File: src/bti_pkg.sv
// Shared constants and types of the bilinear table interpolator.
// Used by bti_div, bti_mul and the top level; depends on nothing.
`default_nettype none

package bti_pkg;

    // Table geometry
    localparam int MAX_FIRST_POINTS  = 32;
    localparam int MAX_SECOND_POINTS = 32;
    localparam int IDX_W             = 5;
    localparam int GRID_ADDR_W       = 2 * IDX_W;
    localparam int GRID_DEPTH        = MAX_FIRST_POINTS * MAX_SECOND_POINTS;
    localparam int COUNT_W           = 6;
    localparam int DATA_W            = 32;

    // Shared arithmetic widths
    localparam int FRAC_W  = 17;   // Q1.16 weight, 0 .. 65536
    localparam int DIV_W   = 34;
    localparam int MUL_A_W = 34;
    localparam int MUL_B_W = 18;
    localparam int PROD_W  = MUL_A_W + MUL_B_W;
    localparam int ACC_W   = 68;

    localparam logic [FRAC_W-1:0] WEIGHT_ONE = 17'd65536;

    // Command for the multiply-accumulate unit
    typedef struct packed {
        logic vld;
        logic clr;
        logic sh16;
    } mul_cmd_t;

    // Result of the weight divider
    typedef struct packed {
        logic              done;
        logic [FRAC_W-1:0] frac;
    } div_res_t;

endpackage

`default_nettype wire

File: src/bti_mul.sv
// Shared 34x18 signed multiplier with a product register and a 68-bit accumulator.
// Accumulate happens in the cycle after issue; depends on bti_pkg.
`default_nettype none

module bti_mul import bti_pkg::*; (
    input  logic                      aclk,
    input  logic                      aresetn,
    input  mul_cmd_t                  cmd,
    input  logic signed [MUL_A_W-1:0] op_a,
    input  logic signed [MUL_B_W-1:0] op_b,
    output logic signed [ACC_W-1:0]   acc
);

    mul_cmd_t                 cmd_reg;
    logic signed [PROD_W-1:0] prod_reg;
    logic signed [ACC_W-1:0]  acc_reg;
    logic signed [ACC_W-1:0]  prod_ext;
    logic signed [ACC_W-1:0]  acc_next;

    // Align the product and add
    always_comb begin
        prod_ext = {{(ACC_W-PROD_W){prod_reg[PROD_W-1]}}, prod_reg};
        if (cmd_reg.sh16) begin
            prod_ext = prod_ext <<< 16;
        end
        acc_next = (cmd_reg.clr ? '0 : acc_reg) + prod_ext;
    end

    // Register the command beside the product
    always_ff @(posedge aclk) begin
        if (!aresetn) begin
            cmd_reg <= '0;
        end else begin
            cmd_reg <= cmd;
        end
    end

    // Multiply and accumulate
    always_ff @(posedge aclk) begin
        prod_reg <= op_a * op_b;
        if (cmd_reg.vld) begin
            acc_reg <= acc_next;
        end
    end

    assign acc = acc_reg;

endmodule

`default_nettype wire

File: config.mk
export PLATFORM = sky130hd
export DESIGN_NAME = bti_mul
export DESIGN_NICKNAME = d
export VERILOG_FILES = /design/src/bti_pkg.sv /design/src/bti_mul.sv
export SDC_FILE = /design/constraint.sdc
export NUM_CORES = 2
export LEC_CHECK = 0
export BUFFER_PORTS_ARGS = -buffer_cell sky130_fd_sc_hd__buf_2
export CAP_MARGIN = 0
export CORE_UTILIZATION = 25
export CTS_CLUSTER_SIZE = 16
export DETAILED_ROUTE_END_ITERATION = 10
export GPL_TIMING_DRIVEN = 0
export SYNTH_ARGS = -nofsm -noshare
export SYNTH_HDL_FRONTEND = slang
export SYNTH_SLANG_ARGS = --single-unit
File: constraint.sdc
create_clock -name aclk -period 8.9 [get_ports aclk]
set_input_delay 1.78 -clock aclk [delete_from_list [all_inputs] [get_ports aclk]]
set_output_delay 1.78 -clock aclk [all_outputs]
set_load 0.05 [all_outputs]
==> results.py <==
metrics = {
    "cts": {
        "root_buffer": "clkbuf_16",
        "cts-resized-gates": 2,
        "cts.path.max_buffers": 2,
        "postCtsHoldBufs": 0,
        "cts.sinks": 123,
        "h-tree-depth": 4,
        "cts_tree": "done",
        "clock_latency_ns": 0.45,
        "post_cts_buffers": 0,
        "cts_inserted_buffers": 17,
        "clk_pin_slew_ns": 0.06,
    },
    "setup_path": {
        "critPathMaxFanout": 10,
        "slowest_stage": "clkbuf_1",
        "cp_data_arrival_time_ns": 8.95,
        "crit_buf_inv": 5,
        "critPathMaxStageDelay_ns": 0.79,
        "path_delay_family": "adder cells",
        "worstSetupPathType": "input pin to register",
        "start_kind": "input pin",
        "cp.required_ns": 9.26,
        "timing.critical_path.mode_cell": "fa_1",
        "critPathCaptureType": "register",
        "cp_cell_sequence": "buf_2 > clkbuf_1 > nand2_1 > fa_1 > inv_1 > fa_1 > fa_1 > fa_1 > fa_1 > inv_1 > fa_1 > inv_1 > ha_1 > a21o_1 > a21o_1 > a211oi_1 > o21ai_0 > a31oi_4 > o2bb2ai_1 > o211ai_2 > o21a_2 > o21bai_1 > a21oi_2 > xnor2_1",
    },
    "outcome": {
        "failed_checks": "DRC",
        "status": "finished, violations left",
    },
    "floorplanning": {
        "dieArea_um2": 117000,
        "io_pins": 125,
        "die_h_um": 342,
        "rows": 124,
        "die-width_um": 342,
        "core_um2": 115000,
        "start_util_pct": 25.3,
    },
    "synth": {
        "yosys_warnings": 0,
        "synth.cell_area_um2": 29000,
        "ys_top_cells_by_area": "fa_1 (40%), inv_1 (8.8%), ha_1 (8.3%)",
        "ys_seq_elements": 123,
        "ys.flop_type": "edfxtp_1",
        "synth.most_common_cell": "inv_1",
        "synth_top_area_share_pct": 40.5,
        "avgSynthCellArea_um2": 9.00,
        "synth.distinct_cells": 73,
        "async_flop_share_pct": 0,
        "synth_commonest_cells": "inv_1 (676), fa_1 (586), nand2_1 (436), and2_1 (248), ha_1 (192)",
        "syn_nets": 4054,
        "syn_inst": 3219,
        "synth-edff-count": 68,
        "yosysTopAreaCell": "fa_1",
        "ys_seq_area_share_pct": 10.8,
    },
    "grt": {
        "grt_start_max_net_pins": 57,
        "grt_pass1_vias": 23300,
        "antenna_found_initial": 11,
        "grtUsageTotal_pct": 16.3,
        "grt_pass1_wl_mm": 144,
        "overflow": 0,
    },
    "finish": {
        "largest_reg_flops": 68,
        "num-nets-final": 4182,
        "instances_no_fill": 4878,
        "syn_to_final_growth_pct": 10.8,
        "layout-drive-gt1-share_pct": 7.23,
    },
    "placed_design": {
        "dp_cells": 4841,
        "place_congestion": 0.976,
        "io_buffers": 109,
        "dpl.hpwl_mm": 79.4,
    },
    "route": {
        "drt_first_pass_iters": 10,
        "drc": 28,
        "wl_per_cell_um": 19.2,
        "via_per_inst": 4.50,
        "wl_mm": 93.6,
        "drtIter0Drc": 1610,
        "final_antenna_net_count": 0,
        "vias": 21900,
    },
    "flow_run": {
        "drv_cap": 0,
    },
    "timing": {
        "clock_skew_ns": 0.0169,
        "max_freq_mhz": 116,
        "period_needed_ns": 8.59,
        "hold_viol_final": 0,
        "hold-worst-slack_ns": 0.606,
        "rsz0062_at_grt": "false",
        "finalSetupViolCount": 0,
        "drv_slew": 0,
        "period_share_pct": 96.5,
        "slew_headroom_pct": 32.1,
        "tightest_slew_ns": 1.02,
    },
    "hold_path": {
        "hold_path_class": "register to register",
    },
}
[cell type report]
cell class	count	area (um2)
well taps	1512	1890
clock buffers	24	524
repair buffers	110	573
inverters	676	2540
multi-input cells	2265	22700
diodes	6	15.0
plain buffers	154	631
fillers	12300	82600
flip-flops and latches	123	3150
clock inverters	8	52.6
[per-layer routing]
metal | GRT usage (%) | part of all wire [%] | vias up
met4 | 5.67 | 3.3 | 10
li1 | - | - | 10000
met1 | 22.1 | 44 | 10900
met3 | 2.84 | 8.3 | 157
met2 | 25.9 | 45 | 813
met5 | 0 | 0.057 | -
[metrics by stage]
| step | TNS (ns) | util, % | area, um2 | worst slack (ns) |
|---|---|---|---|---|
| after global routing | 0 | 28.0 | 32100 | 0.0692 |
| after global placement | -5.14 | 27.4 | 31400 | -0.589 |
| final | 0 | 28.0 | 32100 | 0.310 |
| after detailed placement | -5.12 | 27.4 | 31400 | -0.580 |
| after floorplan | 0 | - | 29000 | 0.986 |
| after CTS | 0 | 27.9 | 32000 | 0.0524 |
[cell usage in the layout, fill, tap and decap left out, drive strengths merged, types with 14 or more instances in the layout]
cell    instances
nand3          24
nand4          19
a21oi         114
fa            586
edfxtp         68
xor2           39
inv           679
a21o           55
xnor2          79
mux2           36
nand2         436
nor2           98
o21bai         16
ha            192
clkbuf        171
buf           117
o21a           14
nand2b         26
o21ai          56
dfxtp          55
nor2b          95
and2          248
[worst register-to-register path: stages (launching register included)]
cell and delay, ns:
dfxtp_1 0.60, clkbuf_1 0.54, clkbuf_1 0.51, nor2b_1 0.11, ha_1 0.29, clkbuf_1 0.30, nand3_1 0.23, nor3_1 0.44
a211o_1 0.22, o21ai_1 0.08, a21oi_1 0.18, a211o_1 0.17, a31o_1 0.23, a41o_1 0.23, o21a_1 0.23, nor3b_1 0.07
a311oi_1 0.30
[worst paths after layout]
| path | slack (ns) | cells after the start | endpoint | from |
|---|---|---|---|---|
| setup / recovery | 0.31 | 24 | prod_reg[48] | op_b[10] |
| hold / removal | 0.61 | 0 | acc[1] | cmd_reg[2] |
| setup reg to reg | 3.99 | 16 | acc[66] | cmd_reg[1] |
| hold reg to reg | 0.61 | 0 | acc[1] | cmd_reg[2] |
[logic make-up after synthesis]
| kind of cell | after synthesis | share of synthesized area (%) |
|---|---|---|
| AOI/OAI and AO/OA | 340 | 7.87 |
| xor gates and xnor gates | 118 | 3.57 |
| adders and majority gates | 778 | 48.8 |
| buffers and inverters | 831 | 10.8 |
| DFF | 123 | 10.8 |
| muxes | 37 | 1.43 |
| and+or+nand+nor | 992 | 16.7 |
Power is not shown: default switching activity piles up to over one toggle a cycle in this logic, so the estimate is an artifact.
