$ cat src/bti_pkg.sv
// Shared constants and types of the bilinear table interpolator.
// Used by bti_div, bti_mul and the top level; depends on nothing.
`default_nettype none

package bti_pkg;

    // Table geometry
    localparam int MAX_FIRST_POINTS  = 32;
    localparam int MAX_SECOND_POINTS = 32;
    localparam int IDX_W             = 5;
    localparam int GRID_ADDR_W       = 2 * IDX_W;
    localparam int GRID_DEPTH        = MAX_FIRST_POINTS * MAX_SECOND_POINTS;
    localparam int COUNT_W           = 6;
    localparam int DATA_W            = 32;

    // Shared arithmetic widths
    localparam int FRAC_W  = 17;   // Q1.16 weight, 0 .. 65536
    localparam int DIV_W   = 34;
    localparam int MUL_A_W = 34;
    localparam int MUL_B_W = 18;
    localparam int PROD_W  = MUL_A_W + MUL_B_W;
    localparam int ACC_W   = 68;

    localparam logic [FRAC_W-1:0] WEIGHT_ONE = 17'd65536;

    // Command for the multiply-accumulate unit
    typedef struct packed {
        logic vld;
        logic clr;
        logic sh16;
    } mul_cmd_t;

    // Result of the weight divider
    typedef struct packed {
        logic              done;
        logic [FRAC_W-1:0] frac;
    } div_res_t;

endpackage

`default_nettype wire

$ cat src/bti_div.sv
// Iterative weight divider: frac = clamp(trunc(num * 2^16 / den), 0, 2^16).
// One quotient bit per cycle; depends on bti_pkg.
`default_nettype none

module bti_div import bti_pkg::*; (
    input  logic                    aclk,
    input  logic                    aresetn,
    input  logic                    start,
    input  logic signed [DIV_W-1:0] num,
    input  logic signed [DIV_W-1:0] den,
    output div_res_t                res
);

    logic              run_reg;
    logic              done_reg;
    logic [4:0]        cnt_reg;
    logic [DIV_W-1:0]  rem_reg;
    logic [DIV_W-1:0]  den_reg;
    logic [15:0]       quo_reg;
    logic [FRAC_W-1:0] frac_reg;

    logic [DIV_W-1:0]  num_mag;
    logic [DIV_W-1:0]  den_mag;
    logic [DIV_W-1:0]  rem_shift;
    logic              rem_ge;

    // Magnitudes and one restoring step
    always_comb begin
        num_mag   = num[DIV_W-1] ? DIV_W'(-num) : DIV_W'(num);
        den_mag   = den[DIV_W-1] ? DIV_W'(-den) : DIV_W'(den);
        rem_shift = {rem_reg[DIV_W-2:0], 1'b0};
        rem_ge    = (rem_shift >= den_reg);
    end

    // Sequence the division
    always_ff @(posedge aclk) begin
        if (!aresetn) begin
            run_reg  <= 1'b0;
            done_reg <= 1'b0;
            cnt_reg  <= '0;
        end else begin
            done_reg <= 1'b0;
            if (start) begin
                if (num == '0 || num[DIV_W-1] != den[DIV_W-1]) begin
                    frac_reg <= '0;
                    done_reg <= 1'b1;
                end else if (num_mag >= den_mag) begin
                    frac_reg <= WEIGHT_ONE;
                    done_reg <= 1'b1;
                end else begin
                    run_reg <= 1'b1;
                    cnt_reg <= 5'd16;
                    rem_reg <= num_mag;
                    den_reg <= den_mag;
                    quo_reg <= '0;
                end
            end else if (run_reg) begin
                rem_reg <= rem_ge ? (rem_shift - den_reg) : rem_shift;
                quo_reg <= {quo_reg[14:0], rem_ge};
                cnt_reg <= cnt_reg - 5'd1;
                if (cnt_reg == 5'd1) begin
                    run_reg  <= 1'b0;
                    done_reg <= 1'b1;
                    frac_reg <= {1'b0, quo_reg[14:0], rem_ge};
                end
            end
        end
    end

    assign res.done = done_reg;
    assign res.frac = frac_reg;

endmodule

`default_nettype wire

$ cat config.mk
export PLATFORM = sky130hd
export DESIGN_NAME = bti_div
export DESIGN_NICKNAME = d
export VERILOG_FILES = /design/src/bti_pkg.sv /design/src/bti_div.sv
export SDC_FILE = /design/constraint.sdc
export NUM_CORES = 1
export LEC_CHECK = 0
export ABC_AREA = 1
export BUFFER_PORTS_ARGS = -buffer_cell sky130_fd_sc_hd__buf_2
export CORE_UTILIZATION = 39
export DETAILED_ROUTE_END_ITERATION = 16
export SYNTH_ARGS = -nofsm -noshare
export SYNTH_HDL_FRONTEND = slang
export SYNTH_SLANG_ARGS = --single-unit
$ cat constraint.sdc
create_clock -name aclk -period 6 [get_ports aclk]
set_input_delay 1.2 -clock aclk [delete_from_list [all_inputs] [get_ports aclk]]
set_output_delay 1.2 -clock aclk [all_outputs]
set_load 0.01 [all_outputs]
==> results of run 1 <==
-- through the flow --
stage / util, % / setup slack, ps / instance area, um2
5_1_grt: 44.3 / 776 / 10800
6_report: 44.3 / 1190 / 10800
2_1_floorplan: - / 758 / 9780
3_5_place_dp: 43.1 / 806 / 10500
4_1_cts: 44.3 / 1190 / 10800
3_3_place_gp: 43.1 / 895 / 10500
-- worst min-delay path: stages, from the launching register on --
cell and delay (ps):
dfxtp_1 320, nand3_1 80, a21oi_1 60
-- power by group through the flow --
stage | clock network, W | logic, W | registers, W
after floorplan | 0 | 0.000470 | 0.000894
after global placement | 0 | 0.000646 | 0.000894
after detailed placement | 0 | 0.000655 | 0.000896
after CTS | 0.000594 | 0.000659 | 0.000879
after global routing | 0.000618 | 0.000753 | 0.000883
final | 0.000577 | 0.000659 | 0.000879
-- logic make-up (layout without fill, tap and decap cells) --
group | count (synthesis) | in the layout | synth area share [%]
AND/OR/NAND/NOR | 743 | 743 | 32.9
buffers and inverters | 310 | 393 | 12.3
AO/OA/AOI/OAI | 129 | 129 | 7.22
flip-flops | 106 | 106 | 31.9
adder cells (fa/ha/maj) | 73 | 73 | 9.42
XOR/XNOR | 69 | 69 | 6.34
-- worst max-delay path by stage --
stage,end,slack (ps)
2_1_floorplan,den_reg[0]$_DFFE_PP_,760
3_3_place_gp,frac_reg[9]$_SDFFCE_PP0P_,890
3_5_place_dp,frac_reg[9]$_SDFFCE_PP0P_,810
4_1_cts,frac_reg[11]$_SDFFCE_PP0P_,1190
5_1_grt,frac_reg[11]$_SDFFCE_PP0P_,780
6_report,frac_reg[11]$_SDFFCE_PP0P_,1190
-- Yosys cell counts, drive strengths merged, types with 20 or more instances --
cell,count
xnor2,27
edfxtp,99
nor2,144
nand4,20
nand2,422
xor2,42
nor3,24
o21ai,48
a21oi,65
nand3,106
ha,72
inv,282
-- final cells by class --
cell class              instances  area, um2  share of cell area, %
clock buffers                  10        229                   2.12
clock inverters                 6       53.8                  0.497
inverters                     282       1060                   9.78
multi-input cells            1014       5470                   50.6
flip-flops and latches        106       3110                   28.8
well taps                     324        405                   3.74
repair buffers                 95        493                   4.55
-- routing by layer --
metal | vias up | GRT usage [%] | part of all wire (%)
met5 | - | 0 | 0
met4 | 0 | 9.05 | 3.4
met3 | 44 | 1.96 | 4.1
met2 | 214 | 33.4 | 43
met1 | 3962 | 29.6 | 50
li1 | 4674 | - | -
==> impl_results.md, run 1 <==
- RSZ-0062 raised after global routing: no
- Static leakage: 5.57 nW
- Top cell type's share of synthesized area: between 30% and 40%
- Hold EP: cnt_reg[1]$_SDFFE_PN0P_
- Tot GR Track Use: 21.2%
- Top delay family on crit path: simple AND/OR/NAND/NOR gates
- Area contributors post-synth: edfxtp_1, nand2_1, inv_1
- CTS buffer count: 9
- Post-CTS setup buffer count: 0
- Vias in the first global route: 8727
- Internal power: ~0.0014 W
- Power, Total: 0.00211 W
- Crit-path cells: buf_2 -> inv_1 -> ha_1 -> nand3_1 -> nor2_2 -> inv_1 -> nor2_1 -> inv_1 -> o21ai_0 -> xor2_1 -> inv_1 -> ha_1 -> nand2_1 -> nor2_1 -> nand2_1 -> a21oi_1 -> nand3_1 -> nand2_1 -> a21oi_1 -> nand3_2 -> and3_1
- Min-Delay Startpoint: cnt_reg[1]$_SDFFE_PN0P_
- IO buf count: 88
- Max_cap viols: 0
- Gate power share: 31.2%
- Max Fclk: 0.208 GHz
- Clock Latency Late Sink: 360 ps
- Antenna violations before repair: 0
- Row count: 57
- Via-to-Cell Ratio: 4.84
- H-tree depth: 3
- Worst-path clk slew: 80 ps
- Syn_nets: roughly 1600
- Gate Count Post-Synth: 1430
- Clk_skew: 17.8 ps
- Largest register FFs: 34
- Fillers: 2583
- Reg-to-reg critical path startpoint: rem_reg[16]$_DFFE_PP_
- Peak VDD IR: 0.118 mV
- Worst EP required: roughly 6000 ps
- Commonest non-fill, non-tap cell in the layout: nand2_1
- Hold Fails Final Rpt: 0
- NumNets Final: between 1500 and 2000
- Syn-to-layout area delta: 10.8%
- Total congestion overflow: 0
- Status: complete, no violations
- I/O pin count: 89
- CP max FO: 17
- Hold slack: ~500 ps
- Synth Flop Type: edfxtp_1
- Share of cells above drive strength 1: 10.6%
- Sum of negative setup slack: 0 ps
- Worst Path Buf+Inv: 5
- Synth async-reset ratio: 0%
- Clock sinks: around 110
- Slowest stage delay, CP: 690 ps
- Rel. slew slack: 49.1%
- Die ar.: ~26000 um2
- Number of synthesized flops with an enable pin: 99
- Startpoint types: primary input
- Initial Util: between 30% and 40%
- Seq/Total Area, Yosys: roughly a third
- Diode count: 0
- Worst setup path start: den[0]
- Root Driver: clkbuf_16
- Clock Power Share: 27.3%
- GPL Wtd Cong: 0.919
- Core ar.: approximately 24000 um2
- WP depth: 21
- RR Endpoint: rem_reg[5]$_DFFE_PP_
- Max-slew violations: 0
- Placed cells: 1821
- Worst min path class: flop to flop
- Slowest CP cell: and3_1
- Die height: between 150 and 200 um
- Avg Cell Area, Syn: 6.83 um2
- Most frequent cells in the layout: nand2_1, inv_1, nor2_1
- Reg2Reg Depth: 12
- Largest net degree at the start of global routing: 52
- Crit Path Class: primary input to flop
- Width of the chip: approximately 160 um
- Yosys warns: 0
- Worst hold stages: 2
- Initial drt markers: 558
- Net Sw Frac: 34.6%
- Largest area contributor in the netlist: edfxtp_1
- Final worst path period need: 4810 ps
- P_sw: 0.000733 W
- # resized after CTS: 0
- Final WL: 26.3 mm
- Pwr per Cell Area: just under 200 nW/um2
- Wire per inst: 14.3 um
- Antenna Nets Post-Route: 0
- Hpwl dp: 22.0 mm
- # hold bufs at CTS: 0
- Non-Filler Instances: 1837
- CTS tree: done
- Mapped Area: 9770 um2
- First-pass GRT wire length: 43.1 mm
- Yosys reg bits: 106
- R2R setup slack: 2900 ps
- Register share of total power: 41.6%
- Netlist cell types: between 40 and 50
- Via Count: 8894
- DRC Markers: 0
- # setup viols final: 0
- Drt pass-1 iters: 5
- CP endpoint kind: flop
- Most frequent CP cell: inv_1
- Slew @ Worst Pin: 763 ps
- CTS max path bufs: 2
- Final critical-path share of the clock period: 80.1%
- Data arrival, critical path: 4800 ps
Note: power is estimated with default switching activity, not from simulation.
==> run 2, diff against run 1 <==
==> constraint.sdc (replaced) <==
create_clock -name aclk -period 3.89 [get_ports aclk]
set_input_delay 0.778 -clock aclk [delete_from_list [all_inputs] [get_ports aclk]]
set_output_delay 0.778 -clock aclk [all_outputs]
set_load 0.01 [all_outputs]
==> run 2 against run 1 <==
Largest cell class unchanged; sequential share of layout area is 3.2 points lower; cell count rose by 6.4%; largest power group unchanged; clock power up 61%; via count up 5.4%; clock skew barely moved.
==> impl_results.md, run 2 (synthesized netlist as in run 1, its figures left out) <==
- Hpwl dp: around 23 mm
- WL met3: 761 um
- Antenna violations before repair: 0
- Drt pass-1 iters: 5
- RR Endpoint: rem_reg[19]$_DFFE_PP_
- Worst min path class: flop to flop
- # hold bufs at CTS: 0
- Antenna Nets Post-Route: 0
- Placed cells: 1926
- I/O pin count: a little under 90
- Met2 wire len: 12.7 mm
- Initial drt markers: 491
- Syn-to-layout area delta: 24.8%
- Reg2Reg Depth: 12
- DRC Markers: 0
- Final WL: 27.9 mm
- Data arrival, critical path: 3790 ps
- Crit Path Class: primary input to flop
- GPL Wtd Cong: 0.925
- Largest net degree at the start of global routing: slightly above 50
- Min-Delay Startpoint: cnt_reg[1]$_SDFFE_PN0P_
- CP max FO: 7
- Row count: 57
- Core ar.: 24500 um2
- Die height: approximately 160 um
- Rel. slew slack: 63.2%
- CTS buffer count: 9
- Width of the chip: 160 um
- Tot GR Track Use: 21.6%
- Pwr per Cell Area: 285 nW/um2
- Diode count: 0
- Max-slew violations: 0
- Via Count: 9376
- CTS max path bufs: 2
- Clk_skew: around 18 ps
- Sum of negative setup slack: 0 ps
- Wire per inst: 14.3 um
- Most frequent cells in the layout: nand2_1, inv_1, nor2_1
- NumNets Final: 1769
- Reg-to-reg critical path startpoint: rem_reg[16]$_DFFE_PP_
- Non-Filler Instances: 1954
- Clock Latency Late Sink: 360 ps
- Worst-path clk slew: 90 ps
- R2R setup slack: roughly 1100 ps
- Core Util, Final: 49.9%
- Hold Fails Final Rpt: 0
- Pre-CTS setup slack: -204 ps
- Clock sinks: 106
- Vias in the first global route: 9002
- Worst EP required: a little under 4000 ps
- H-tree depth: 3
- Final critical-path share of the clock period: 95.7%
- # setup viols final: 0
- Initial Util: 40.0%
- Final WS setup: around 170 ps
- Startpoint types: primary input
- Static leakage: 6.25 nW
- Share of cells above drive strength 1: 19.7%
- Final worst path period need: 3720 ps
- Top Metal Used: met4
- Status: complete, no violations
- Commonest non-fill, non-tap cell in the layout: nand2_1
- CP endpoint kind: flop
- Peak VDD IR: about 0.22 mV
- IO buf count: 88
- CTS tree: done
- Largest register FFs: 34
- Root Driver: clkbuf_16
- Slew @ Worst Pin: 552 ps
- Hold EP: cnt_reg[1]$_SDFFE_PN0P_
- Via-to-Cell Ratio: approximately 4.8
- Worst hold stages: 2
- M1 WL: between 10 and 15 mm
- Total congestion overflow: 0
- First-pass GRT wire length: about 44 mm
- Max Fclk: around 0.27 GHz
- Die ar.: 25700 um2
- Max_cap viols: 0
## run 2: changes by cell type in the layout (fill, tap and decap cells not counted), moves of 6 or more
cell and delta:
ha_4 +6, ha_1 -6, inv_1 -7, nor2_4 +6
nand2_2 +11, nand2_1 -11, buf_4 +108, nor2_1 -7
## run 2: layer usage
metal | track usage [%] | vias to the layer above
li1 | - | 4921
met1 | 29.7 | 4238
met2 | 35.7 | 192
met3 | 1.68 | 25
met4 | 7.79 | 0
met5 | 0 | -
## run 2: final cells by class
| type | count | area [um2] |
|---|---|---|
| fill | 2450 | 12300 |
| multi-input combinational | 1014 | 5740 |
| sequential | 106 | 3110 |
| timing repair buffer | 212 | 1510 |
| inverter | 282 | 1120 |
| tap | 324 | 405 |
| clock buffer | 10 | 250 |
| clock inverter | 6 | 67.6 |
## run 2: per-stage QoR
stage	cell area [um2]	power, W	hold WS, ps
after floorplan	9940	0.00212	454
after global placement	11500	0.00249	466
after detailed placement	11500	0.00251	476
after CTS	11900	0.00344	489
after global routing	12200	0.00369	507
final	12200	0.00348	491
## run 2: where the power goes
group | leakage, nW | switching [W] | total (W) | internal (W)
logic | 5.13 | 0.000720 | 0.00119 | 0.000469
registers | 0.962 | 0.0000253 | 0.00136 | 0.00133
clock network | 0.156 | 0.000438 | 0.000931 | 0.000493
## run 2: worst max-delay path, cell delays in order
cell	delay [ps]
buf_2	130
inv_8	70
ha_4	130
nand3_2	110
inv_1	100
nand2_1	110
nor4_1	330
buf_4	180
xor2_1	180
a21oi_1	110
ha_1	330
nand4_1	170
nor2_1	70
nand3_1	90
nand2_2	60
a21oi_4	170
nand3_4	130
a21oi_4	210
buf_8	180
clkbuf_16	160
## run 2: what timing repair did
action	CTS	global route
endpoints found under the setup margin	0	83
buffers inserted	0	9
gates resized for setup	0	42
## run 2: how the worst max path moves through the flow
stage / to / cells after the start / from / slack (ps)
global placement: rem_reg[0]$_DFFE_PP_ / 20 / den[0] / -160
floorplan: quo_reg[0]$_SDFFCE_PP0P_ / 19 / num[1] / -150
global route: rem_reg[19]$_DFFE_PP_ / 23 / den[4] / -30
finish: rem_reg[19]$_DFFE_PP_ / 20 / den[1] / 170
detailed placement: rem_reg[0]$_DFFE_PP_ / 20 / den[0] / -200
CTS: rem_reg[9]$_DFFE_PP_ / 20 / den[0] / 170
